<file path="src/hdl/qet_pkg.sv">
// Shared types and constants for the quadratic ease tween core.
// No dependencies; imported by qet_div and quadratic_ease_tween_core.
package qet_pkg;

  localparam int POS_W      = 32;
  localparam int TIME_W     = 32;
  localparam int TICK_W     = 20;
  localparam int CFG_IDX_W  = 3;
  localparam int CFG_DATA_W = 32;
  localparam int Q_W        = 18;
  localparam int W_W        = 17;
  localparam int MUL_A_W    = 34;
  localparam int MUL_B_W    = 19;
  localparam int PROD_W     = MUL_A_W + MUL_B_W;

  localparam logic [Q_W-1:0] ONE_Q16 = Q_W'(65536);
  localparam logic [Q_W-1:0] TWO_Q16 = Q_W'(131072);

  localparam logic KIND_START = 1'b0;
  localparam logic KIND_TICK  = 1'b1;

  typedef enum logic [CFG_IDX_W-1:0] {
    REG_START_X,
    REG_START_Y,
    REG_START_Z,
    REG_END_X,
    REG_END_Y,
    REG_END_Z,
    REG_DURATION,
    REG_EASE_MODE
  } cfg_reg_t;

  typedef enum logic [1:0] {
    MODE_IN,
    MODE_OUT,
    MODE_IN_OUT,
    MODE_ZERO
  } ease_mode_t;

endpackage

</file>
<file path="src/hdl/quadratic_ease_tween_core.sv">
// Quadratic ease tween core: moves a 3D Q16.16 point from start to end over a duration.
// A moving tick runs through the serial divider, then through one shared multiplier for the
// weight and each axis. Start items and ignored ticks are handled in IDLE alone; ending and
// zero-mode ticks pass through CHECK and DONE.
// One item is in work at a time; the next transfer is taken once the result is registered.
// Synchronous active-low reset clears the settings, state, output valid, elapsed time and the running flag.
module quadratic_ease_tween_core
  import qet_pkg::*;
(
  input  logic                         clk,
  input  logic                         rst_n,
  input  logic                         cfg_we,
  input  logic [CFG_IDX_W-1:0]         cfg_index,
  input  logic [CFG_DATA_W-1:0]        cfg_wdata,
  input  logic                         in_valid,
  output logic                         in_stall,
  input  logic                         in_kind,
  input  logic [TICK_W-1:0]            in_tick_time,
  output logic                         out_valid,
  input  logic                         out_stall,
  output logic signed [POS_W-1:0]      out_pos_x,
  output logic signed [POS_W-1:0]      out_pos_y,
  output logic signed [POS_W-1:0]      out_pos_z,
  output logic                         out_finished
);

  typedef enum logic [2:0] {
    ST_IDLE,
    ST_CHECK,
    ST_DIV,
    ST_WMUL,
    ST_WFIN,
    ST_LMUL,
    ST_LADD,
    ST_DONE
  } state_t;

  state_t                   state_r;
  logic [POS_W-1:0]         start_x_r, start_y_r, start_z_r;
  logic [POS_W-1:0]         end_x_r, end_y_r, end_z_r;
  logic [TIME_W-1:0]        duration_r;
  ease_mode_t               ease_mode_r;
  logic [TIME_W-1:0]        elapsed_r;
  logic                     running_r;
  logic [1:0]               axis_r;
  logic [W_W-1:0]           w_r;
  logic signed [PROD_W-1:0] prod_r;
  logic [POS_W-1:0]         res_x_r, res_y_r, res_z_r;
  logic                     res_fin_r;
  logic                     out_valid_r;
  logic [POS_W-1:0]         out_x_r, out_y_r, out_z_r;
  logic                     out_fin_r;

  logic                     div_start;
  logic                     div_done;
  logic [Q_W-1:0]           div_q;

  logic [TIME_W:0]          tick_sum;
  logic [TIME_W-1:0]        elapsed_sat;
  logic [Q_W-1:0]           a_q;
  logic [Q_W-1:0]           b_q;
  logic                     hi_half;
  logic [POS_W-1:0]         sel_s, sel_e;
  logic signed [POS_W:0]    delta;
  logic signed [MUL_A_W-1:0] mul_a;
  logic signed [MUL_B_W-1:0] mul_b;
  logic signed [PROD_W-1:0] prod;
  logic signed [PROD_W-1:0] rnd;
  logic signed [PROD_W-1:0] rnd_sh;
  logic [POS_W-1:0]         lerp_pos;
  logic [Q_W-1:0]           w_hi_sum;
  logic [W_W-1:0]           w_nxt;
  logic                     out_free;
  logic                     out_load;

  qet_div u_div (
    .clk      (clk),
    .rst_n    (rst_n),
    .start    (div_start),
    .dividend (elapsed_r),
    .divisor  (duration_r),
    .done     (div_done),
    .quotient (div_q)
  );

  always_comb begin
    tick_sum    = {1'b0, elapsed_r} + {{(TIME_W + 1 - TICK_W){1'b0}}, in_tick_time};
    elapsed_sat = tick_sum[TIME_W] ? '1 : tick_sum[TIME_W-1:0];

    a_q     = {1'b0, div_q[Q_W-1:1]};
    hi_half = (div_q >= ONE_Q16);
    b_q     = div_q - ONE_Q16;

    unique case (axis_r)
      2'd0: begin
        sel_s = start_x_r;
        sel_e = end_x_r;
      end
      2'd1: begin
        sel_s = start_y_r;
        sel_e = end_y_r;
      end
      default: begin
        sel_s = start_z_r;
        sel_e = end_z_r;
      end
    endcase
    delta = $signed({sel_e[POS_W-1], sel_e}) - $signed({sel_s[POS_W-1], sel_s});

    if (state_r == ST_LMUL) begin
      mul_a = {delta[POS_W], delta};
      mul_b = $signed({{(MUL_B_W - W_W){1'b0}}, w_r});
    end else begin
      unique case (ease_mode_r)
        MODE_IN: begin
          mul_a = $signed({{(MUL_A_W - Q_W){1'b0}}, a_q});
          mul_b = $signed({1'b0, a_q});
        end
        MODE_OUT: begin
          mul_a = $signed({{(MUL_A_W - Q_W){1'b0}}, a_q});
          mul_b = $signed({1'b0, TWO_Q16 - a_q});
        end
        default: begin
          if (hi_half) begin
            mul_a = $signed({{(MUL_A_W - Q_W){1'b0}}, b_q});
            mul_b = $signed({1'b0, TWO_Q16 - b_q});
          end else begin
            mul_a = $signed({{(MUL_A_W - Q_W){1'b0}}, div_q});
            mul_b = $signed({1'b0, div_q});
          end
        end
      endcase
    end
    prod = mul_a * mul_b;

    w_hi_sum = ONE_Q16 + prod_r[33:16];
    if (ease_mode_r == MODE_IN_OUT) begin
      w_nxt = hi_half ? w_hi_sum[Q_W-1:1] : prod_r[33:17];
    end else begin
      w_nxt = prod_r[32:16];
    end

    rnd      = prod_r + PROD_W'(32768);
    rnd_sh   = rnd >>> 16;
    lerp_pos = sel_s + rnd_sh[POS_W-1:0];

    div_start = (state_r == ST_CHECK) && !(duration_r == '0 || elapsed_r > duration_r)
                && (ease_mode_r != MODE_ZERO);
    out_free  = !out_valid_r || !out_stall;
    out_load  = (state_r == ST_DONE) && out_free;
  end

  always_ff @(posedge clk) begin
    if (!rst_n) begin
      state_r     <= ST_IDLE;
      start_x_r   <= '0;
      start_y_r   <= '0;
      start_z_r   <= '0;
      end_x_r     <= '0;
      end_y_r     <= '0;
      end_z_r     <= '0;
      duration_r  <= '0;
      ease_mode_r <= MODE_IN;
      elapsed_r   <= '0;
      running_r   <= 1'b0;
      axis_r      <= '0;
      out_valid_r <= 1'b0;
    end else begin
      if (cfg_we) begin
        unique case (cfg_reg_t'(cfg_index))
          REG_START_X:   start_x_r   <= cfg_wdata[POS_W-1:0];
          REG_START_Y:   start_y_r   <= cfg_wdata[POS_W-1:0];
          REG_START_Z:   start_z_r   <= cfg_wdata[POS_W-1:0];
          REG_END_X:     end_x_r     <= cfg_wdata[POS_W-1:0];
          REG_END_Y:     end_y_r     <= cfg_wdata[POS_W-1:0];
          REG_END_Z:     end_z_r     <= cfg_wdata[POS_W-1:0];
          REG_DURATION:  duration_r  <= cfg_wdata[TIME_W-1:0];
          REG_EASE_MODE: ease_mode_r <= ease_mode_t'(cfg_wdata[1:0]);
        endcase
      end

      if (out_load) begin
        out_valid_r <= 1'b1;
      end else if (out_valid_r && !out_stall) begin
        out_valid_r <= 1'b0;
      end

      unique case (state_r)
        ST_IDLE: begin
          if (in_valid) begin
            if (in_kind == KIND_START) begin
              elapsed_r <= '0;
              running_r <= 1'b1;
            end else if (running_r) begin
              elapsed_r <= elapsed_sat;
              state_r   <= ST_CHECK;
            end
          end
        end
        ST_CHECK: begin
          if (duration_r == '0 || elapsed_r > duration_r) begin
            res_x_r   <= end_x_r;
            res_y_r   <= end_y_r;
            res_z_r   <= end_z_r;
            res_fin_r <= 1'b1;
            running_r <= 1'b0;
            state_r   <= ST_DONE;
          end else if (ease_mode_r == MODE_ZERO) begin
            res_x_r   <= '0;
            res_y_r   <= '0;
            res_z_r   <= '0;
            res_fin_r <= 1'b0;
            state_r   <= ST_DONE;
          end else begin
            res_fin_r <= 1'b0;
            state_r   <= ST_DIV;
          end
        end
        ST_DIV: begin
          if (div_done) begin
            state_r <= ST_WMUL;
          end
        end
        ST_WMUL: begin
          prod_r  <= prod;
          state_r <= ST_WFIN;
        end
        ST_WFIN: begin
          w_r     <= w_nxt;
          axis_r  <= '0;
          state_r <= ST_LMUL;
        end
        ST_LMUL: begin
          prod_r  <= prod;
          state_r <= ST_LADD;
        end
        ST_LADD: begin
          unique case (axis_r)
            2'd0:    res_x_r <= lerp_pos;
            2'd1:    res_y_r <= lerp_pos;
            default: res_z_r <= lerp_pos;
          endcase
          if (axis_r == 2'd2) begin
            state_r <= ST_DONE;
          end else begin
            axis_r  <= axis_r + 1'b1;
            state_r <= ST_LMUL;
          end
        end
        ST_DONE: begin
          if (out_load) begin
            out_x_r     <= res_x_r;
            out_y_r     <= res_y_r;
            out_z_r     <= res_z_r;
            out_fin_r   <= res_fin_r;
            state_r     <= ST_IDLE;
          end
        end
        default: begin
          state_r <= ST_IDLE;
        end
      endcase
    end
  end

  assign in_stall     = (state_r != ST_IDLE);
  assign out_valid    = out_valid_r;
  assign out_pos_x    = $signed(out_x_r);
  assign out_pos_y    = $signed(out_y_r);
  assign out_pos_z    = $signed(out_z_r);
  assign out_finished = out_fin_r;

endmodule

</file>
<file path="src/hdl/qet_div.sv">
// Restoring bit-serial divider giving floor(dividend * 2^17 / divisor), one bit per cycle.
// The dividend must not exceed the divisor. Depends on qet_pkg.
module qet_div
  import qet_pkg::*;
(
  input  logic              clk,
  input  logic              rst_n,
  input  logic              start,
  input  logic [TIME_W-1:0] dividend,
  input  logic [TIME_W-1:0] divisor,
  output logic              done,
  output logic [Q_W-1:0]    quotient
);

  localparam int CNT_W = $clog2(Q_W);

  logic [TIME_W:0]   rem_r;
  logic [Q_W-1:0]    quo_r;
  logic [CNT_W-1:0]  cnt_r;
  logic              busy_r;
  logic              done_r;

  logic [TIME_W:0]   trial;
  logic              ge;
  logic [TIME_W:0]   rem_nxt;

  always_comb begin
    trial   = (cnt_r == '0) ? rem_r : {rem_r[TIME_W-1:0], 1'b0};
    ge      = (trial >= {1'b0, divisor});
    rem_nxt = ge ? (trial - {1'b0, divisor}) : trial;
  end

  always_ff @(posedge clk) begin
    if (!rst_n) begin
      busy_r <= 1'b0;
      done_r <= 1'b0;
      cnt_r  <= '0;
    end else begin
      done_r <= 1'b0;
      if (start) begin
        busy_r <= 1'b1;
        cnt_r  <= '0;
        rem_r  <= {1'b0, dividend};
        quo_r  <= '0;
      end else if (busy_r) begin
        rem_r <= rem_nxt;
        quo_r <= {quo_r[Q_W-2:0], ge};
        if (cnt_r == CNT_W'(Q_W - 1)) begin
          busy_r <= 1'b0;
          done_r <= 1'b1;
        end else begin
          cnt_r <= cnt_r + 1'b1;
        end
      end
    end
  end

  assign done     = done_r;
  assign quotient = quo_r;

endmodule

</file>
<file path="config.mk">
export PLATFORM = sky130hd
export DESIGN_NAME = quadratic_ease_tween_core
export DESIGN_NICKNAME = d
export VERILOG_FILES = /design/src/hdl/qet_pkg.sv /design/src/hdl/quadratic_ease_tween_core.sv /design/src/hdl/qet_div.sv
export SDC_FILE = /design/constraint.sdc
export NUM_CORES = 2
export LEC_CHECK = 0
export BUFFER_PORTS_ARGS = -buffer_cell sky130_fd_sc_hd__buf_2
export CAP_MARGIN = 25
export CORE_MARGIN = 1.5
export CORE_UTILIZATION = 32
export CTS_CLUSTER_DIAMETER = 100
export DETAILED_ROUTE_END_ITERATION = 12
export PLACE_DENSITY = 0.53
export SLEW_MARGIN = 20
export SYNTH_ARGS = -nofsm -noshare
export SYNTH_HDL_FRONTEND = slang
export SYNTH_SLANG_ARGS = --single-unit
</file>
<file path="constraint.sdc">
create_clock -name clk -period 30.4 [get_ports clk]
set_input_delay 1.52 -clock clk [delete_from_list [all_inputs] [get_ports clk]]
set_output_delay 1.52 -clock clk [all_outputs]
set_load 0.02 [all_outputs]
</file>
==> out/qor.csv <==
stage,metric,value,unit
global_route,combined_global_route_utilization_of_all_metal_layers,19.61,%
critical_path,timing.critical_path.mode_cell,sky130_fd_sc_hd__fa_1,
run_status,outcome,"finished, final reports clean",
die,design.die.area,160500,um2
detailed_routing,drt_pre_antenna_iters,5,
finish,fraction_of_final_layout_cells_sized_beyond_drive_strength_1,7.725,%
global_route,largest_net_degree_at_the_start_of_global_routing,105,
critical_path,timing.critical_path.slowest_cell_delay,0.75,ns
detailed_routing,topRoutingLayerUsed,met4,
yosys,synth_enable_flop_cells,295,
yosys,netlist.area_leader.share,21.37,%
yosys,asyncSetResetFlopFracSynth,0,%
global_route,grt-ovfl-total,0,
finish,fillCellCount,16100,
clock_tree,cts.repair.resized,0,
sta,layout_worst_path_cycle_share,39.31,%
sta,fin_skew,0.04562,ns
detailed_routing,drt_wl_total,159.0,mm
detailed_routing,detailroute.wirelength.met3,7.613,mm
global_route,antenna_found_initial,5,
finish,regArea,14310,um2
global_route,grt_first_pass_wirelength,244.3,mm
detailed_routing,final_antenna_net_count,0,
yosys,synth_cells,5709,
clock_tree,cts.path.max_buffers,3,
detailed_routing,dr_wl_met2,76.58,mm
clock_tree,clock-root-buffer,sky130_fd_sc_hd__clkbuf_16,
yosys,yosys_register_bits,567,
global_route,number_of_global_route_vias_before_repair,39610,
sta,max_slew_vio_count,0,
critical_path,critical_path.slowest_cell,sky130_fd_sc_hd__a211oi_1,
detailed_routing,initial_drc_count,3067,
clock_tree,cts_setup_buffers,0,
yosys,top_cell_types_by_occurrence_after_synthesis,"1152 x sky130_fd_sc_hd__nand2_1, 772 x sky130_fd_sc_hd__inv_1, 540 x sky130_fd_sc_hd__fa_1",
placed_design,detailed_placement_hpwl,123.0,mm
finish,multi_input_combinational_cell_area,32550,um2
critical_path,highest_net_fanout_along_the_worst_path,33,
placed_design,io_buffer_count,159,
die,die_w,400.6,um
sta,max_clock_freq,83.67,MHz
sta,setup_viol_count_final,0,
detailed_routing,drt-met1-wl,70.76,mm
finish,syn_to_final_growth,9.798,%
detailed_routing,routed-via-count,39635,
clock_tree,tritoncts.num_buffers,54,
yosys,yosys.area.top_type,sky130_fd_sc_hd__fa_1,
yosys,synth.most_common_cell,sky130_fd_sc_hd__nand2_1,
detailed_routing,routed_via_density,5.043,
die,placement_row_count,145,
hold_path,holdCritPathClass,reg -> reg,
critical_path,worst_setup_path_start_kind,flop,
yosys,synth_area_per_cell,8.860,um2
sta,relative_max_transition_margin,27.53,%
finish,finish.net_count,6614,
critical_path,cp.required,30.78,ns
placed_design,gp_congestion,0.9254,
sta,totalNegativeSetupSlack,0,ns
sta,minimum_clock_period,11.95,ns
clock_tree,cts_tree,built,
yosys,synthDistinctLibCells,97,
critical_path,critical_path.endpoint_type,flop,
yosys,syn-cell-area,50580,um2
clock_tree,tritoncts_num_sinks,567,
die,chipHeight,400.6,um
die,initial_core_utilization,32.31,%
critical_path,worst-setup-path-type,reg -> reg,
yosys,synthTopCellsByArea,"sky130_fd_sc_hd__fa_1 21%, sky130_fd_sc_hd__edfxtp_1 18%, sky130_fd_sc_hd__dfxtp_1 11%",
critical_path,worst-endpoint-arrival,12.33,ns
clock_tree,clk-insertion-delay-late,0.65,ns
clock_tree,ctsHtreeMaxLevel,2,
detailed_routing,drt_drc_violations_left,0,
sta,worst_pin_slew,1.087,ns
clock_tree,clk_transition_reported_paths,0.08,ns
yosys,synth.yosys.seq_area_share,28.28,%
flow_run,cap_viol_max_count,0,
die,fp.coreArea,156600,um2
die,ioPinCount,160,
sta,hold_viol_final,0,
clock_tree,postCtsHoldBufs,0,
yosys,synth-main-ff-cell,sky130_fd_sc_hd__edfxtp_1,
yosys,yosys_warnings,0,
detailed_routing,post_drt_wl_per_cell,20.23,um
sta,rsz0062_at_grt,no,
## kinds of logic (layout without fill, tap and decap cells)
kind of cell	after synthesis	count (layout)	synth area share, %
and+or+nand+nor	1987	1987	16.71
buffers and inverters	1030	1109	7.767
AOI/OAI and AO/OA	1004	1004	13.51
adders and majority gates	817	817	28.14
DFF	567	567	28.28
xor gates and xnor gates	231	231	4.044
muxes	72	72	1.544
other	1	14	0.007414
## per-layer routing
| layer | track usage (%) | vias up |
|---|---|---|
| met5 | 0 | - |
| met4 | 4.721 | 0 |
| met3 | 1.914 | 202 |
| met2 | 33.14 | 1064 |
| met1 | 26.91 | 19802 |
| li1 | - | 18567 |
## critical path: cells and delay by family (launching register included)
kind	cells	cell delay, ns
and+or+nand+nor	8	1.19
xor gates and xnor gates	3	0.42
buffers and inverters	5	0.30
adders and majority gates	12	5.48
AOI/OAI and AO/OA	12	3.91
DFF	1	0.34
## state kept, by name, indices dropped and copies added, names as in the netlist, 2 cells and up
signal          flops
end_x_r            32
ease_mode_r         2
start_x_r          32
u_div.quotient     18
start_y_r          32
res_y_r            32
res_z_r            32
end_z_r            32
out_pos_z          32
out_pos_x          32
u_div.cnt_r         5
axis_r              2
start_z_r          32
state_r             3
res_x_r            32
end_y_r            32
duration_r         32
prod_r             33
elapsed_r          32
u_div.rem_r        33
w_r                17
out_pos_y          32
## worst paths after layout
path	startpoint	endpoint	slack, ns	depth (start not counted)
setup / recovery	axis_r[0]	prod_r[47]	18.45	40
hold reg to reg	res_z_r[9]	out_pos_z[9]	0.41	0
setup reg to reg	axis_r[0]	prod_r[47]	18.45	40
hold / removal	res_z_r[9]	out_pos_z[9]	0.41	0
## stage by stage
stage | worst slack (ns) | area, um2 | hold WS, ns | std cells | utilization (%)
after CTS | 18.59 | 55510 | 0.4191 | 7856 | 35.46
after global routing | 17.84 | 55540 | 0.4232 | 7859 | 35.47
after global placement | 18.80 | 53680 | 0.4016 | 7752 | 34.28
final | 18.45 | 55540 | 0.4146 | 7859 | 35.47
after floorplan | 19.54 | 50620 | 0.4003 | 5720 | -
after detailed placement | 18.63 | 53710 | 0.4045 | 7754 | 34.30
## area by class of cell
type                    instances  share of cell area, %
well taps                    2058                  4.636
multi-input cells            4123                  58.61
diodes                          2               0.009012
clock inverters                37                 0.7074
clock buffers                  65                  2.544
inverters                     772                  5.218
repair buffers                235                  2.523
flip-flops and latches        567                  25.76
## cells in the final DEF (no fill, tap or decap), types with 10 or more instances in the layout
master	instances
sky130_fd_sc_hd__nand2_1	1152
sky130_fd_sc_hd__inv_1	772
sky130_fd_sc_hd__fa_1	540
sky130_fd_sc_hd__nor2_1	410
sky130_fd_sc_hd__edfxtp_1	295
sky130_fd_sc_hd__dfxtp_1	271
sky130_fd_sc_hd__ha_1	258
sky130_fd_sc_hd__a21boi_0	239
sky130_fd_sc_hd__a21oi_1	221
sky130_fd_sc_hd__buf_2	158
sky130_fd_sc_hd__xnor2_1	157
sky130_fd_sc_hd__a21o_1	145
sky130_fd_sc_hd__o21ai_0	121
sky130_fd_sc_hd__buf_4	73
sky130_fd_sc_hd__and2_1	72
sky130_fd_sc_hd__xor2_1	71
sky130_fd_sc_hd__nand3_1	70
sky130_fd_sc_hd__clkbuf_16	54
sky130_fd_sc_hd__nor2b_1	47
sky130_fd_sc_hd__a22o_1	45
sky130_fd_sc_hd__mux2_2	45
sky130_fd_sc_hd__nor3_1	38
sky130_fd_sc_hd__nand4_1	33
sky130_fd_sc_hd__and3_1	32
sky130_fd_sc_hd__a22oi_1	30
sky130_fd_sc_hd__nand2b_1	30
sky130_fd_sc_hd__o21a_1	28
sky130_fd_sc_hd__a31oi_1	27
sky130_fd_sc_hd__mux2i_1	26
sky130_fd_sc_hd__nor4_1	20
sky130_fd_sc_hd__or3_1	17
sky130_fd_sc_hd__maj3_1	17
sky130_fd_sc_hd__a211oi_1	14
sky130_fd_sc_hd__o22ai_1	13
sky130_fd_sc_hd__o21bai_1	12
sky130_fd_sc_hd__conb_1	12
sky130_fd_sc_hd__o21ai_1	11
sky130_fd_sc_hd__o211ai_1	10
sky130_fd_sc_hd__o31ai_1	10
Power is not shown: default switching activity piles up to over one toggle a cycle in this logic, so the estimate is an artifact.
